## src/rtl/core/wfp_pkg.sv

```systemverilog
// Shared types and constants for the weight frame parser.
// Used by wfp_digit_cell and weight_frame_parser; no dependencies.
`timescale 1ns / 1ps
`default_nettype none

package wfp_pkg;

  localparam int FRAME_LENGTH = 22;
  localparam int FIELD_OFFSET = 9;
  localparam int FIELD_CHARS  = 8;
  localparam int CR_POS       = 20;
  localparam int LF_POS       = 21;

  localparam int COUNT_W = 5;
  localparam int VALUE_W = 28;
  localparam int EXP_W   = 5;

  localparam logic [7:0] CH_U     = 8'h55;
  localparam logic [7:0] CH_S     = 8'h53;
  localparam logic [7:0] CH_O     = 8'h4F;
  localparam logic [7:0] CH_L     = 8'h4C;
  localparam logic [7:0] CH_T     = 8'h54;
  localparam logic [7:0] CH_CR    = 8'h0D;
  localparam logic [7:0] CH_LF    = 8'h0A;
  localparam logic [7:0] CH_MINUS = 8'h2D;
  localparam logic [7:0] CH_POINT = 8'h2E;
  localparam logic [7:0] CH_SPACE = 8'h20;
  localparam logic [7:0] CH_ZERO  = 8'h30;
  localparam logic [7:0] CH_NINE  = 8'h39;

  typedef enum logic [2:0] {
    ST_OK       = 3'd0,
    ST_UNSTABLE = 3'd1,
    ST_OVERLOAD = 3'd2,
    ST_TIMEOUT  = 3'd3,
    ST_NOSIGNAL = 3'd4
  } status_t;

  typedef struct packed {
    status_t                         status;
    logic [FIELD_CHARS-1:0][7:0]     chars;
    logic [VALUE_W-1:0]              value;
    logic                            neg;
    logic [EXP_W-1:0]                expo;
  } dec_t;

endpackage

`default_nettype wire

```

## src/rtl/core/wfp_byte_cell.sv

```systemverilog
// One byte cell of the receive window shift line.
// Depends on nothing outside this file.
`timescale 1ns / 1ps
`default_nettype none

module wfp_byte_cell (
  input  wire logic       clk,
  input  wire logic       shift_en,
  input  wire logic [7:0] byte_in,
  output logic      [7:0] byte_out
);

  logic [7:0] byte_r;

  always_ff @(posedge clk) begin
    if (shift_en) begin
      byte_r <= byte_in;
    end
  end

  assign byte_out = byte_r;

endmodule

`default_nettype wire

```

## src/rtl/core/wfp_digit_cell.sv

```systemverilog
// One stage of the weight decode chain: folds one field character into the
// running value, sign and decimal exponent. Depends on wfp_pkg.
`timescale 1ns / 1ps
`default_nettype none

module wfp_digit_cell #(
  parameter int IDX = 0
) (
  input  wire logic          clk,
  input  wire logic          rst_n,
  input  wire logic          in_valid,
  output logic               in_ready,
  input  wire wfp_pkg::dec_t in_data,
  output logic               out_valid,
  input  wire logic          out_ready,
  output wfp_pkg::dec_t      out_data
);

  localparam int LAST_IDX = wfp_pkg::FIELD_CHARS - 1;

  logic          valid_r;
  wfp_pkg::dec_t data_r;
  wfp_pkg::dec_t data_nxt;
  logic [7:0]    ch;

  assign in_ready = !valid_r || out_ready;

  always_comb begin
    ch       = in_data.chars[IDX];
    data_nxt = in_data;
    if (ch == wfp_pkg::CH_MINUS) begin
      data_nxt.neg = ~in_data.neg;
    end else if (ch == wfp_pkg::CH_POINT) begin
      data_nxt.expo = in_data.expo + wfp_pkg::EXP_W'(LAST_IDX - IDX);
    end else if (ch >= wfp_pkg::CH_ZERO && ch <= wfp_pkg::CH_NINE) begin
      data_nxt.value = (in_data.value << 3) + (in_data.value << 1)
                     + wfp_pkg::VALUE_W'(ch - wfp_pkg::CH_ZERO);
    end
    if (IDX == LAST_IDX && data_nxt.neg) begin
      data_nxt.value = wfp_pkg::VALUE_W'(0) - data_nxt.value;
    end
  end

  always_ff @(posedge clk) begin
    if (!rst_n) begin
      valid_r <= 1'b0;
    end else if (in_ready) begin
      valid_r <= in_valid;
    end
  end

  always_ff @(posedge clk) begin
    if (in_ready) begin
      data_r <= data_nxt;
    end
  end

  assign out_valid = valid_r;
  assign out_data  = data_r;

endmodule

`default_nettype wire

```

## src/rtl/core/weight_frame_parser.sv

```systemverilog
// Weight frame parser: a result passes through the eight digit cells in order to the output;
// the first digit cell loads at the transfer that causes it, each later cell from the one before.
// One input transfer per cycle when not stalled.
// Window checks and frame match run in the cycle of the input transfer.
// Synchronous active-low reset clears the burst counter, burst flag and cell valids.
// Depends on wfp_pkg, wfp_byte_cell and wfp_digit_cell.
`timescale 1ns / 1ps
`default_nettype none

module weight_frame_parser (
  input  wire logic        clk,
  input  wire logic        rst_n,
  input  wire logic        in_tvalid,
  output logic             in_tready,
  input  wire logic [7:0]  in_tdata,   // [7:0] data_byte
  input  wire logic        in_tlast,   // end_of_read
  input  wire logic        in_tuser,   // [0] empty_read
  output logic             out_tvalid,
  input  wire logic        out_tready,
  output logic      [39:0] out_tdata,  // [27:0] weight_value, [32:28] decimal_exponent
  output logic      [2:0]  out_tuser   // [2:0] status
);

  localparam int FL = wfp_pkg::FRAME_LENGTH;
  localparam int NC = wfp_pkg::FIELD_CHARS;

  logic [7:0] win_q   [FL];
  logic [7:0] win_nxt [FL];
  logic       shift_en;

  logic [wfp_pkg::COUNT_W-1:0] count_r, count_nxt, count_inc;
  logic                        done_r, done_nxt;
  logic                        accept, emit, full;
  wfp_pkg::status_t            st;

  logic          stage_valid [NC+1];
  logic          stage_ready [NC+1];
  wfp_pkg::dec_t stage_data  [NC+1];

  for (genvar i = 0; i < FL; i++) begin : g_win
    if (i == FL - 1) begin : g_tail
      assign win_nxt[i] = in_tdata;
    end else begin : g_body
      assign win_nxt[i] = win_q[i+1];
    end
    wfp_byte_cell u_cell (
      .clk      (clk),
      .shift_en (shift_en),
      .byte_in  (win_nxt[i]),
      .byte_out (win_q[i])
    );
  end

  assign accept    = in_tvalid && in_tready;
  assign count_inc = (count_r < wfp_pkg::COUNT_W'(FL)) ? count_r + 1'b1 : count_r;
  assign full      = (count_inc >= wfp_pkg::COUNT_W'(FL));

  always_comb begin
    count_nxt = count_r;
    done_nxt  = done_r;
    emit      = 1'b0;
    shift_en  = 1'b0;
    st        = wfp_pkg::ST_TIMEOUT;
    if (accept) begin
      if (in_tuser) begin
        count_nxt = '0;
        done_nxt  = 1'b0;
        emit      = 1'b1;
        st        = wfp_pkg::ST_NOSIGNAL;
      end else begin
        if (!done_r) begin
          shift_en  = 1'b1;
          count_nxt = count_inc;
          if (full) begin
            if (win_nxt[0] == wfp_pkg::CH_U && win_nxt[1] == wfp_pkg::CH_S) begin
              emit = 1'b1;
              st   = wfp_pkg::ST_UNSTABLE;
            end else if (win_nxt[0] == wfp_pkg::CH_O && win_nxt[1] == wfp_pkg::CH_L) begin
              emit = 1'b1;
              st   = wfp_pkg::ST_OVERLOAD;
            end else if (win_nxt[0] == wfp_pkg::CH_S && win_nxt[1] == wfp_pkg::CH_T &&
                         win_nxt[wfp_pkg::CR_POS] == wfp_pkg::CH_CR &&
                         win_nxt[wfp_pkg::LF_POS] == wfp_pkg::CH_LF) begin
              emit = 1'b1;
              st   = wfp_pkg::ST_OK;
            end
          end
          done_nxt = emit;
          if (in_tlast && !emit) begin
            emit = 1'b1;
            st   = wfp_pkg::ST_TIMEOUT;
          end
        end
        if (in_tlast) begin
          count_nxt = '0;
          done_nxt  = 1'b0;
        end
      end
    end
  end

  always_ff @(posedge clk) begin
    if (!rst_n) begin
      count_r <= '0;
      done_r  <= 1'b0;
    end else begin
      count_r <= count_nxt;
      done_r  <= done_nxt;
    end
  end

  always_comb begin
    stage_data[0].status = st;
    stage_data[0].value  = '0;
    stage_data[0].neg    = 1'b0;
    stage_data[0].expo   = '0;
    for (int k = 0; k < NC; k++) begin
      stage_data[0].chars[k] = (st == wfp_pkg::ST_OK) ?
                               win_nxt[wfp_pkg::FIELD_OFFSET + k] : wfp_pkg::CH_SPACE;
    end
  end

  assign stage_valid[0]  = emit;
  assign in_tready       = stage_ready[0];
  assign stage_ready[NC] = out_tready;

  for (genvar k = 0; k < NC; k++) begin : g_dec
    wfp_digit_cell #(
      .IDX (k)
    ) u_cell (
      .clk       (clk),
      .rst_n     (rst_n),
      .in_valid  (stage_valid[k]),
      .in_ready  (stage_ready[k]),
      .in_data   (stage_data[k]),
      .out_valid (stage_valid[k+1]),
      .out_ready (stage_ready[k+1]),
      .out_data  (stage_data[k+1])
    );
  end

  assign out_tvalid = stage_valid[NC];
  assign out_tuser  = stage_data[NC].status;
  assign out_tdata  = {7'd0, stage_data[NC].expo, stage_data[NC].value};

endmodule

`default_nettype wire
```

## config.mk

```make
export PLATFORM = sky130hd
export DESIGN_NAME = weight_frame_parser
export DESIGN_NICKNAME = d
export VERILOG_FILES = /design/src/rtl/core/wfp_pkg.sv /design/src/rtl/core/wfp_byte_cell.sv /design/src/rtl/core/wfp_digit_cell.sv /design/src/rtl/core/weight_frame_parser.sv
export SDC_FILE = /design/constraint.sdc
export NUM_CORES = 1
export LEC_CHECK = 0
export BUFFER_PORTS_ARGS = -buffer_cell sky130_fd_sc_hd__buf_2
export CAP_MARGIN = 20
export CORE_ASPECT_RATIO = 1.25
export CORE_UTILIZATION = 35
export DETAILED_ROUTE_END_ITERATION = 6
export SLEW_MARGIN = 15
export SYNTH_ARGS = -nofsm -noshare
export SYNTH_HDL_FRONTEND = slang
export SYNTH_HIERARCHICAL = 1
export SYNTH_SLANG_ARGS = --single-unit
```

## constraint.sdc

```tcl
create_clock -name clk -period 45.1 [get_ports clk]
set_clock_uncertainty 0.1 [all_clocks]
set_input_delay 6.765 -clock clk [delete_from_list [all_inputs] [get_ports clk]]
set_output_delay 6.765 -clock clk [all_outputs]
set_load 0.02 [all_outputs]
```

; ---- Word-level counts from Yosys, hierarchy flattened
; Index checks and enable logic that the tools add are counted.
[classes]
n_addsub = 30
n_bitwise = 8
n_eq_ne = 25
reduce_logical = 35
magnitude_cmp = 18
n_mux = 73
[ops]
columns = operator, count
row1 = $mux W28, 22
row2 = $add A28 B28 Y28, 14
row3 = $eq A8 B6 Y1 const B, 16
row4 = $mux W5, 16
row5 = $sub A8 B6 Y9 const B, 8
row6 = $ge A8 B6 Y1 const B, 8
row7 = $le A8 B6 Y1 const B, 8
row8 = $eq A8 B7 Y1 const B, 6
row9 = $sub A1 B28 Y28 const A, 1
row10 = $mux W1, 25
row11 = $eq A8 B4 Y1 const B, 2
row12 = $add A5 B3 Y5 const B, 3
row13 = $logic_and A1 B1 Y1, 15
row14 = $mux W3, 5
row15 = $add A5 B1 Y5 const B, 2
row16 = $add A5 B2 Y5 const B, 2
row17 = $logic_not A1 Y1, 9
row18 = $logic_or A1 B1 Y1, 8
row19 = $mux W2, 4
row20 = $mux W8, 1
row21 = $not A1 Y1, 8
row22 = $ge A5 B5 Y1 const B, 1
row23 = $lt A5 B5 Y1 const B, 1
row24 = $logic_not A3 Y1, 1
row25 = other kinds (3), 3
[totals]
reg_bits = 701
inputBits = 14
out_inout_bits = 45
wordCells = 279

; ---- Depth between registers and ports, before layout
; Gate-level depths: netlist of the first run.
[depth]
depth_word = 23
mapped_depth = 25
depth_no_buf = 23

; ---- Cells and area by module
; The synthesis of the first run kept the hierarchy.
[modules_own_cells]
columns = mod, cells_each, area_per_inst_um2, seq_area_each_um2, instances
row1 = wfp_digit_cell at g_dec[7].u_cell, 538, 6213.5, 3052.9, 1
row2 = wfp_digit_cell at g_dec[1].u_cell, 467, 5681.7, 3052.9, 1
row3 = wfp_digit_cell at g_dec[2].u_cell, 453, 5664.2, 3052.9, 1
row4 = wfp_digit_cell at g_dec[5].u_cell, 451, 5632.9, 3052.9, 1
row5 = wfp_digit_cell at g_dec[4].u_cell, 427, 5601.6, 3052.9, 1
row6 = wfp_digit_cell at g_dec[0].u_cell, 439, 5576.6, 3052.9, 1
row7 = wfp_digit_cell at g_dec[6].u_cell, 422, 5486.5, 3052.9, 1
row8 = wfp_digit_cell at g_dec[3].u_cell, 421, 5450.2, 3052.9, 1
row9 = wfp_byte_cell, 8, 240.2, 240.2, 21
row10 = weight_frame_parser, 156, 1086.0, 120.1, 1

; ---- Worst setup path before layout of the first run
; No wires, ideal clock.
[synth_timing]
path_type = input-to-reg
start = input port out_tready
end = register g_win[10].u_cell.byte_r[0], enable pin
path_slack_ns = 4.228
setup_ns = 0.900
arrival_ns = 39.873
path_buffers = 0
required_time_ns = 44.100
path_stages = 10
path_cell_list = nand2b_1 nand2b_1 nand2b_1 nand2b_1 nand2b_1 nand2b_1 nand2b_1 nand2b_1 nand2_1 nor3_1
[synth_lines]
columns = element, line
row1 = start: declaration, weight_frame_parser.sv:19  ; input wire logic out_tready,
row2 = end signal: assignment, wfp_byte_cell.sv:17  ; byte_r <= byte_in;
row3 = end: declaration, wfp_byte_cell.sv:13  ; logic [7:0] byte_r;

==> flow_summary.toml, run 1 <==
[floorplanning]
die_area_mm2 = 0.1236
core_region_area_mm2 = 0.1213
ioPinCount = 59
dieHeight_um = 392.8
die_w_um = 314.6
start_util_pct = 35.25
floorplan.rows = 143

[place]
dp_hpwl_um = 65230
portBuffers = 51
globalplace.congestion = 0.8780

[clock_tree]
clkLatencyLatePin_ps = 640
cts_inserted_buffers = 77
cts_tree = "done"
root_buffer = "clkbuf_16"
clockBufferDepth = 3
clock_sink_count = 701
cts_hold_buffers = 0
post_cts.repair.setup_buffers = 0
post_cts_resized = 0
h-tree-depth = 3
path_clk_slew_ps = 60

[drt]
routed_wl_um = 85200
drt-pass1-iter-count = 6
route.vias.total = 27560
detail_route.wl_per_cell_um = 15.68
detailedRoute.firstIterationViolations = 1673
antenna_left = 0
viasPerCell = 5.071
route.detailed.drc = 0

[finish]
finish.utilization_pct = 39.21
fillers = 11640
sequential_cell_area_mm2 = 0.02091
finish.net_count = 4234
insertedDiodeCount = 0
drive_gt1_share_pct = 7.943
multi_input_area_mm2 = 0.02093
area_growth_pct = 11.23

[global_routing]
total_global_routing_overflow = 0
first_global_vias = 27650
grt_pass1_wl_um = 140100
pin_count_of_the_biggest_net_entering_global_routing = 93
antenna_violations_before_repair = 0
grt_use_total_pct = 13.82

[sta]
hold_violations = 0
setup_total_negative_slack_ps = 0
maxSlewViolCount = 0
grt_setup_unrepaired = "no"
slew_worst_pin_ps = 1068
fmax_mhz = 54.60
final_min_period_over_clock_period_pct = 40.61
min_period_ps = 18310
max-slew-margin-rel_pct = 26.97
setup_viol = 0

[setup_path]
maximum_fanout_along_the_worst_path = 71
worstPathRequired_ps = 38240
setup.worst_path.start_class = "input pin"
timing_worst_setup_path_type = "in2out"
worst-endpoint-arrival_ps = 11450
critical_path.endpoint_type = "output pin"

[yosys]
postSynthAreaPerCell_um2 = 11.71
number_of_warnings_reported_in_the_yosys_synthesis_log = 6
netlist_area_mm2 = 0.04276
post_syn_instances = 3653

[pwr]
vdd_ir_drop_max_uv = 24.89
powerDensity_mw_per_mm2 = 35.02
power.leakage_nw = 18.20

[status]
status = "finished clean"

[run]
cap_violations = 0

[worst_hold_path]
hold_path_class = "reg2reg"
## path summary, 6_finish.rpt
| kind | from | end | slack, ps | depth (start not counted) |
|---|---|---|---|---|
| setup / recovery | out_tready | in_tready | 26790 | 13 |
| hold / removal | g_dec[1].u_cell/out_data[68] | g_dec[2].u_cell/out_data[68] | 300 | 0 |
| setup reg to reg | g_dec[7].u_cell/out_valid | g_dec[0].u_cell/out_data[29] | 35720 | 27 |
| hold reg to reg | g_dec[1].u_cell/out_data[68] | g_dec[2].u_cell/out_data[68] | 300 | 0 |
## cell type report
| cell class | instances | area share, % |
|---|---|---|
| Tap cell | 1595 | 4.196 |
| Sequential cell | 701 | 43.96 |
| Clock inverter | 45 | 0.9865 |
| Inverter | 189 | 1.492 |
| Timing Repair Buffer | 82 | 1.094 |
| Clock buffer | 95 | 4.256 |
| Multi-Input combinational cell | 2728 | 44.01 |
## per-stage QoR
step / power (mW) / worst slack, ps / cells / instance area (um2) / hold slack [ps]
global placement: 1.059 / 26030 / 5293 / 45020 / 300.3
global route: 1.749 / 26230 / 5435 / 47560 / 312.4
floorplan: 0.9998 / 11220 / 3744 / 43100 / 300.3
detailed placement: 1.062 / 25920 / 5293 / 45020 / 304.5
finish: 1.666 / 26790 / 5435 / 47560 / 301.9
CTS: 1.681 / 25920 / 5433 / 47510 / 302.1
## power by group
part / internal, mW / switching, mW / total [mW]
clock network: 0.352 / 0.259 / 0.612
registers: 0.735 / 0.0180 / 0.753
logic: 0.121 / 0.180 / 0.301
## layer usage
| metal | vias to the layer above | GRT usage [%] | wire length, um |
|---|---|---|---|
| met5 | - | 0 | 0 |
| li1 | 13710 | - | - |
| met4 | 0 | 6.161 | 3240 |
| met2 | 427 | 24.91 | 43320 |
| met1 | 13240 | 16.25 | 36160 |
| met3 | 181 | 1.830 | 2477 |
## critical path, stage by stage
cell and delay [ps]:
buf_2 70, nand2b_2 700, nand2b_2 480, nand2b_2 180, buf_4 520, nand2b_2 230, buf_4 560, nand2b_2 240
buf_4 620, nand2b_4 330, nand2b_4 240, nand2b_4 250, buf_2 210
## registers in the layout (all words and copies together) (netlist names)
signal                  count
g_dec.u_cell/out_valid      8
done_r                      1
count_r                     5
g_dec.u_cell/out_data     519
g_win.u_cell/byte_out     168
## placed cells by master, fill, tap and decap left out, types with 16 or more instances in the layout
cell,instances
clkinv_1,16
o21ai_0,250
o21ai_1,16
nand3_1,69
buf_2,51
fa_1,200
nor3_1,56
and3_1,30
buf_4,29
nor2_1,174
o21a_1,36
nor4_1,18
or3_1,20
o31ai_1,25
a21oi_1,230
and2_1,72
xnor2_1,139
xor2_1,95
ha_1,241
o21bai_1,21
edfxtp_1,687
nand4_1,59
clkbuf_16,77
nand2_1,358
o211ai_1,25
conb_1,92
a211oi_1,34
nand2b_1,21
a21o_1,68
inv_1,188
a31oi_1,34
Note: power is estimated with default switching activity, not from simulation.
==> run 2, diff against run 1 <==
==> constraint.sdc (replaced) <==
create_clock -name clk -period 18.47 [get_ports clk]
set_clock_uncertainty 0.1 [all_clocks]
set_input_delay 2.7705 -clock clk [delete_from_list [all_inputs] [get_ports clk]]
set_output_delay 2.7705 -clock clk [all_outputs]
set_load 0.02 [all_outputs]
==> flow_summary.toml, run 2 (synthesized netlist as in run 1, its figures left out) <==
[finish]
flip_flop_count_of_the_largest_register_after_layout = 519
insertedDiodeCount = 0
layout.cells.most_common = "edfxtp_1"
layout.cell_area.non_filler_mm2 = 0.04757
final_cell_mix = "edfxtp_1 (687), nand2_1 (358), o21ai_0 (250)"
finish.cell_count_without_fillers = 5431
fillers = 11640
finish.net_count = 4232
area_growth_pct = 11.26
drive_gt1_share_pct = 7.925

[pwr]
powerDensity_mw_per_mm2 = 86.07
internal_power_mw = 2.980
power.leakage_nw = 18.21
seq_power_share_pct = 44.9
clock_power_share_pct = 37.1
power.switching_mw = 1.115
vdd_ir_drop_max_uv = 66.69
power.combinational.fraction_pct = 18.0
power.switching_fraction_pct = 27.22
power_mw = 4.095

[clock_tree]
cts_tree = "done"
clockBufferDepth = 3
h-tree-depth = 3
post_cts_resized = 0
path_clk_slew_ps = 50
clkLatencyLatePin_ps = 640
clock_sink_count = 701
cts_inserted_buffers = 77
post_cts.repair.setup_buffers = 0
cts_hold_buffers = 0
root_buffer = "clkbuf_16"

[drt]
route.detailed.drc = 0
detail_route.wl_per_cell_um = 15.66
detailedRoute.firstIterationViolations = 1675
routed_wl_um = 85060
antenna_left = 0
route.vias.total = 27650
drt-pass1-iter-count = 6
viasPerCell = 5.091

[global_routing]
total_global_routing_overflow = 0
grt_pass1_wl_um = 140500
grt_use_total_pct = 13.80
antenna_violations_before_repair = 0
first_global_vias = 27770
pin_count_of_the_biggest_net_entering_global_routing = 91

[sta]
hold_violations = 0
min_period_ps = 11030
setup_total_negative_slack_ps = 0
slew_worst_pin_ps = 939.2
max-slew-margin-rel_pct = 37.39
grt_setup_unrepaired = "no"
fmax_mhz = 90.63
maxSlewViolCount = 0
setup_viol = 0
fin_ws_ps = 7436
final_min_period_over_clock_period_pct = 59.74

[setup_path]
crit_slowest_cell = "buf_4"
timing_worst_setup_path_type = "in2out"
timing.critical_path.slowest_cell_delay_ps = 690
critical_path.most_common_cell = "nand2b_2"
setup.worst_path.start_class = "input pin"
path_buf_inv = 6
timing.critical_path.cells = "buf_2 -> nand2b_2 -> nand2b_2 -> buf_4 -> nand2b_2 -> nand2b_2 -> buf_4 -> nand2b_2 -> buf_4 -> nand2b_4 -> nand2b_4 -> nand2b_4 -> buf_4 -> buf_2"
worstPathRequired_ps = 15600
worst_path_dominant_cell_family = "buffers and inverters"
worst-endpoint-arrival_ps = 8160
maximum_fanout_along_the_worst_path = 71
critical_path.endpoint_type = "output pin"

[floorplanning]
floorplan.rows = 143
start_util_pct = 35.25
core_region_area_mm2 = 0.1213
dieHeight_um = 392.8
die_area_mm2 = 0.1236
die_w_um = 314.6
ioPinCount = 59

[place]
dpl-instance-area_mm2 = 0.04503
globalplace.congestion = 0.8989
placement.setup.worst_slack_ps = 6838
dp_hpwl_um = 64500
post-place-cells = 5292
portBuffers = 51

[run]
cap_violations = 0

[worst_hold_path]
hold_path_class = "reg2reg"

[status]
status = "finished clean"
==> run 2: cell count changes in the layout (fill, tap and decap cells not counted), sizes merged <==
cell    change
bufinv      +2
inv         -1
buf         -2
clkinv      -1
clkbuf      -2
==> run 2: metal layers <==
metal | vias up | global-route usage (%) | share of wire [%]
met5 | - | 0 | 0
met4 | 0 | 5.322 | 3.1
met3 | 173 | 1.751 | 3.0
met2 | 469 | 24.95 | 51
met1 | 13330 | 16.54 | 43
li1 | 13680 | - | -
==> run 2: power groups by stage <==
stage / clock network, mW / logic, mW / registers, mW
after global placement: 0 / 0.713 / 1.87
final: 1.52 / 0.737 / 1.84
after global routing: 1.63 / 0.829 / 1.85
after CTS: 1.57 / 0.722 / 1.84
after detailed placement: 0 / 0.719 / 1.87
after floorplan: 0 / 0.569 / 1.87
==> run 2: path summary, 6_finish.rpt <==
check / start / endpoint / slack [ps] / cells past startpoint
setup / recovery: out_tready / in_tready / 7440 / 14
hold / removal: g_dec[2].u_cell/out_data[68] / g_dec[3].u_cell/out_data[68] / 300 / 0
setup reg to reg: g_dec[7].u_cell/out_valid / g_dec[0].u_cell/out_data[29] / 9660 / 26
hold reg to reg: g_dec[2].u_cell/out_data[68] / g_dec[3].u_cell/out_data[68] / 300 / 0
==> run 2: worst reg2reg max path, stage by stage, from the launching register on <==
cell and delay, ps:
dfxtp_1 320, nand2b_2 620, nand2b_2 250, buf_4 460, nand2b_2 240, nand2b_2 110
buf_4 570, nand2b_2 250, buf_4 610, nand2b_4 370, nand2b_4 240, nand2b_4 470
nand2_1 280, a2111oi_2 440, and3b_1 220, buf_4 430, nand2b_1 260, ha_1 310
nor3_4 130, buf_4 340, fa_1 240, ha_1 300, nand4_1 200, or3_1 390
nand4_1 100, o311ai_0 120, nand3b_1 170
==> run 2: area by class of cell <==
cell class                 instances  area (um2)  share of cell area [%]
tap                             1595        1996                   4.195
timing repair buffer              80       493.0                   1.036
inverter                         189       709.4                   1.491
clock buffer                      93        2038                   4.284
clock inverter                    45       483.0                   1.015
sequential                       701       20910                   43.95
multi-input combinational       2728       20950                   44.03
==> run 2: metrics by stage <==
stage	hold slack, ps	utilization [%]
final	296.1	39.22
after detailed placement	304.5	37.12
after global routing	304.2	39.22
after global placement	300.5	37.12
after floorplan	300.3	-
after CTS	298.5	39.19
==> run 3, diff against run 2 <==
--- a/config.mk
+++ b/config.mk
@@ -5,6 +5,7 @@
 export SDC_FILE = /design/constraint.sdc
 export NUM_CORES = 1
 export LEC_CHECK = 0
+export ABC_AREA = 1
 export BUFFER_PORTS_ARGS = -buffer_cell sky130_fd_sc_hd__buf_2
 export CAP_MARGIN = 20
 export CORE_ASPECT_RATIO = 1.25
==> constraint.sdc (replaced) <==
create_clock -name clk -period 9.1 [get_ports clk]
set_clock_uncertainty 0.1 [all_clocks]
set_input_delay 1.365 -clock clk [delete_from_list [all_inputs] [get_ports clk]]
set_output_delay 1.365 -clock clk [all_outputs]
set_load 0.02 [all_outputs]
==> flow_summary.toml, run 3 <==
[finish]
layout.cells.most_common = "nand2_1"
drive_gt1_share_pct = 7.579
finish.cell_count_without_fillers = 7772
finish.net_count = 6314
area_growth_pct = 11.65
fillers = 13750
final_cell_mix = "nand2_1 (1,778), inv_1 (1,070), edfxtp_1 (687)"
flip_flop_count_of_the_largest_register_after_layout = 519
insertedDiodeCount = 0

[setup_path]
crit_slowest_cell = "inv_4"
setup.worst_path.start_class = "input pin"
critical_path.endpoint_type = "flip-flop"
worst-endpoint-arrival_ps = 7390
timing.critical_path.slowest_cell_delay_ps = 470
regToRegSetupSlack_ps = 2520
crit_path_start = "out_tready"
timing_worst_setup_path_type = "in2reg"
reg2reg_from = "g_dec[7].u_cell/out_valid"
crit_path_end = "g_dec[0].u_cell/out_data[24]"
worst_reg_to_reg_cells = 33
worstPathRequired_ps = 9420
critical_path.most_common_cell = "nand2_8"
maximum_fanout_along_the_worst_path = 79
r2r_end = "g_dec[0].u_cell/out_data[24]"

[drt]
route.detailed.drc = 0
drt-pass1-iter-count = 5
route.vias.total = 35750
met2_length_um = 64900
routed_wl_um = 120900
highest-signal-layer = "met4"
viasPerCell = 4.600
detail_route.wl_per_cell_um = 15.56
antenna_left = 0
detailedRoute.firstIterationViolations = 2004
routedLengthMet1_um = 46690
met3_length_um = 3571

[pwr]
clock_power_share_pct = 35.7
vdd_ir_drop_max_uv = 125.9
powerDensity_mw_per_mm2 = 160.7
power_mw = 8.678
power.switching_mw = 2.608
power.combinational.fraction_pct = 21.1
internal_power_mw = 6.070
power.leakage_nw = 25.53
seq_power_share_pct = 43.3
power.switching_fraction_pct = 30.05

[sta]
fmax_mhz = 141.3
max-slew-margin-rel_pct = 26.84
maxSlewViolCount = 0
grt_setup_unrepaired = "no"
hold_violations = 0
final_min_period_over_clock_period_pct = 77.77
fin_ws_ps = 2023
setup_viol = 0
min_period_ps = 7077
slew_worst_pin_ps = 1097

[global_routing]
pin_count_of_the_biggest_net_entering_global_routing = 90
grt_use_total_pct = 17.57
grt_pass1_wl_um = 192000
first_global_vias = 35910
antenna_violations_before_repair = 0
total_global_routing_overflow = 0

[floorplanning]
core_region_area_mm2 = 0.1371
floorplan.rows = 152
dieHeight_um = 417.6
start_util_pct = 35.27
die_area_mm2 = 0.1397
ioPinCount = 59
die_w_um = 334.5

[clock_tree]
h-tree-depth = 3
cts_hold_buffers = 0
clkLatencyLatePin_ps = 650
clockBufferDepth = 3
cts_inserted_buffers = 77
path_clk_slew_ps = 60
post_cts.repair.setup_buffers = 0
root_buffer = "clkbuf_16"
cts_tree = "done"
post_cts_resized = 0
clock_sink_count = 701

[yosys]
number_of_warnings_reported_in_the_yosys_synthesis_log = 6
post_syn_instances = 5678
netlist_area_mm2 = 0.04836
postSynthAreaPerCell_um2 = 8.516

[place]
post-place-cells = 7626
globalplace.congestion = 0.9319
placement.setup.worst_slack_ps = 1168
dp_hpwl_um = 97680
portBuffers = 51

[status]
status = "finished clean"

[run]
cap_violations = 0

[worst_hold_path]
hold_path_class = "reg2reg"
[run 3: worst min path at each step]
stage / startpoint / endpoint / slack [ps] / cells after the start
after global routing: g_win[20].u_cell/byte_out[7] / g_win[19].u_cell/byte_out[7] / 300 / 0
final: g_win[20].u_cell/byte_out[7] / g_win[19].u_cell/byte_out[7] / 300 / 0
after CTS: g_win[20].u_cell/byte_out[7] / g_win[19].u_cell/byte_out[7] / 300 / 0
after global placement: g_dec[3].u_cell/out_data[76] / g_dec[4].u_cell/out_data[76] / 300 / 0
after detailed placement: g_dec[0].u_cell/out_data[74] / g_dec[1].u_cell/out_data[74] / 300 / 0
after floorplan: g_dec[0].u_cell/out_data[0] / g_dec[1].u_cell/out_data[0] / 300 / 0
[run 3: layout make-up]
type | count | area [um2] | share of cell area (%)
inverter | 1100 | 4174 | 7.731
clock inverter | 45 | 427.9 | 0.7926
clock buffer | 99 | 2102 | 3.893
tap | 1848 | 2312 | 4.283
sequential | 701 | 20910 | 38.73
multi-input combinational | 3914 | 23680 | 43.86
timing repair buffer | 65 | 380.4 | 0.7045
[run 3: power by group through the flow]
stage	sequential, mW	combinational [mW]	clock (mW)
5_1_grt	3.77	2.10	3.30
6_report	3.75	1.83	3.09
3_3_place_gp	3.82	1.76	0
4_1_cts	3.76	1.79	3.18
2_1_floorplan	3.79	1.38	0
3_5_place_dp	3.83	1.78	0
[run 3: metrics by stage]
step | utilization (%) | TNS [ps] | hold slack, ps | instance area [um2]
after global routing | 39.37 | 0 | 300.4 | 53990
after global placement | 37.50 | 0 | 300.4 | 51420
after CTS | 39.35 | 0 | 299.2 | 53950
after floorplan | - | -37230 | 300.3 | 49270
final | 39.37 | 0 | 297.0 | 53990
after detailed placement | 37.50 | 0 | 304.5 | 51420
[run 3: per-layer routing]
| layer | vias to the layer above | global-route usage [%] |
|---|---|---|
| li1 | 18260 | - |
| met1 | 16640 | 19.08 |
| met2 | 625 | 33.67 |
| met3 | 236 | 1.845 |
| met4 | 0 | 8.366 |
| met5 | - | 0 |
[run 3: worst max-delay path: cells and delay by family]
kind / cells / cell delay, ps
buffers and inverters: 15 / 1390
AND/OR/NAND/NOR: 19 / 4250
adder cells (fa/ha/maj): 1 / 210
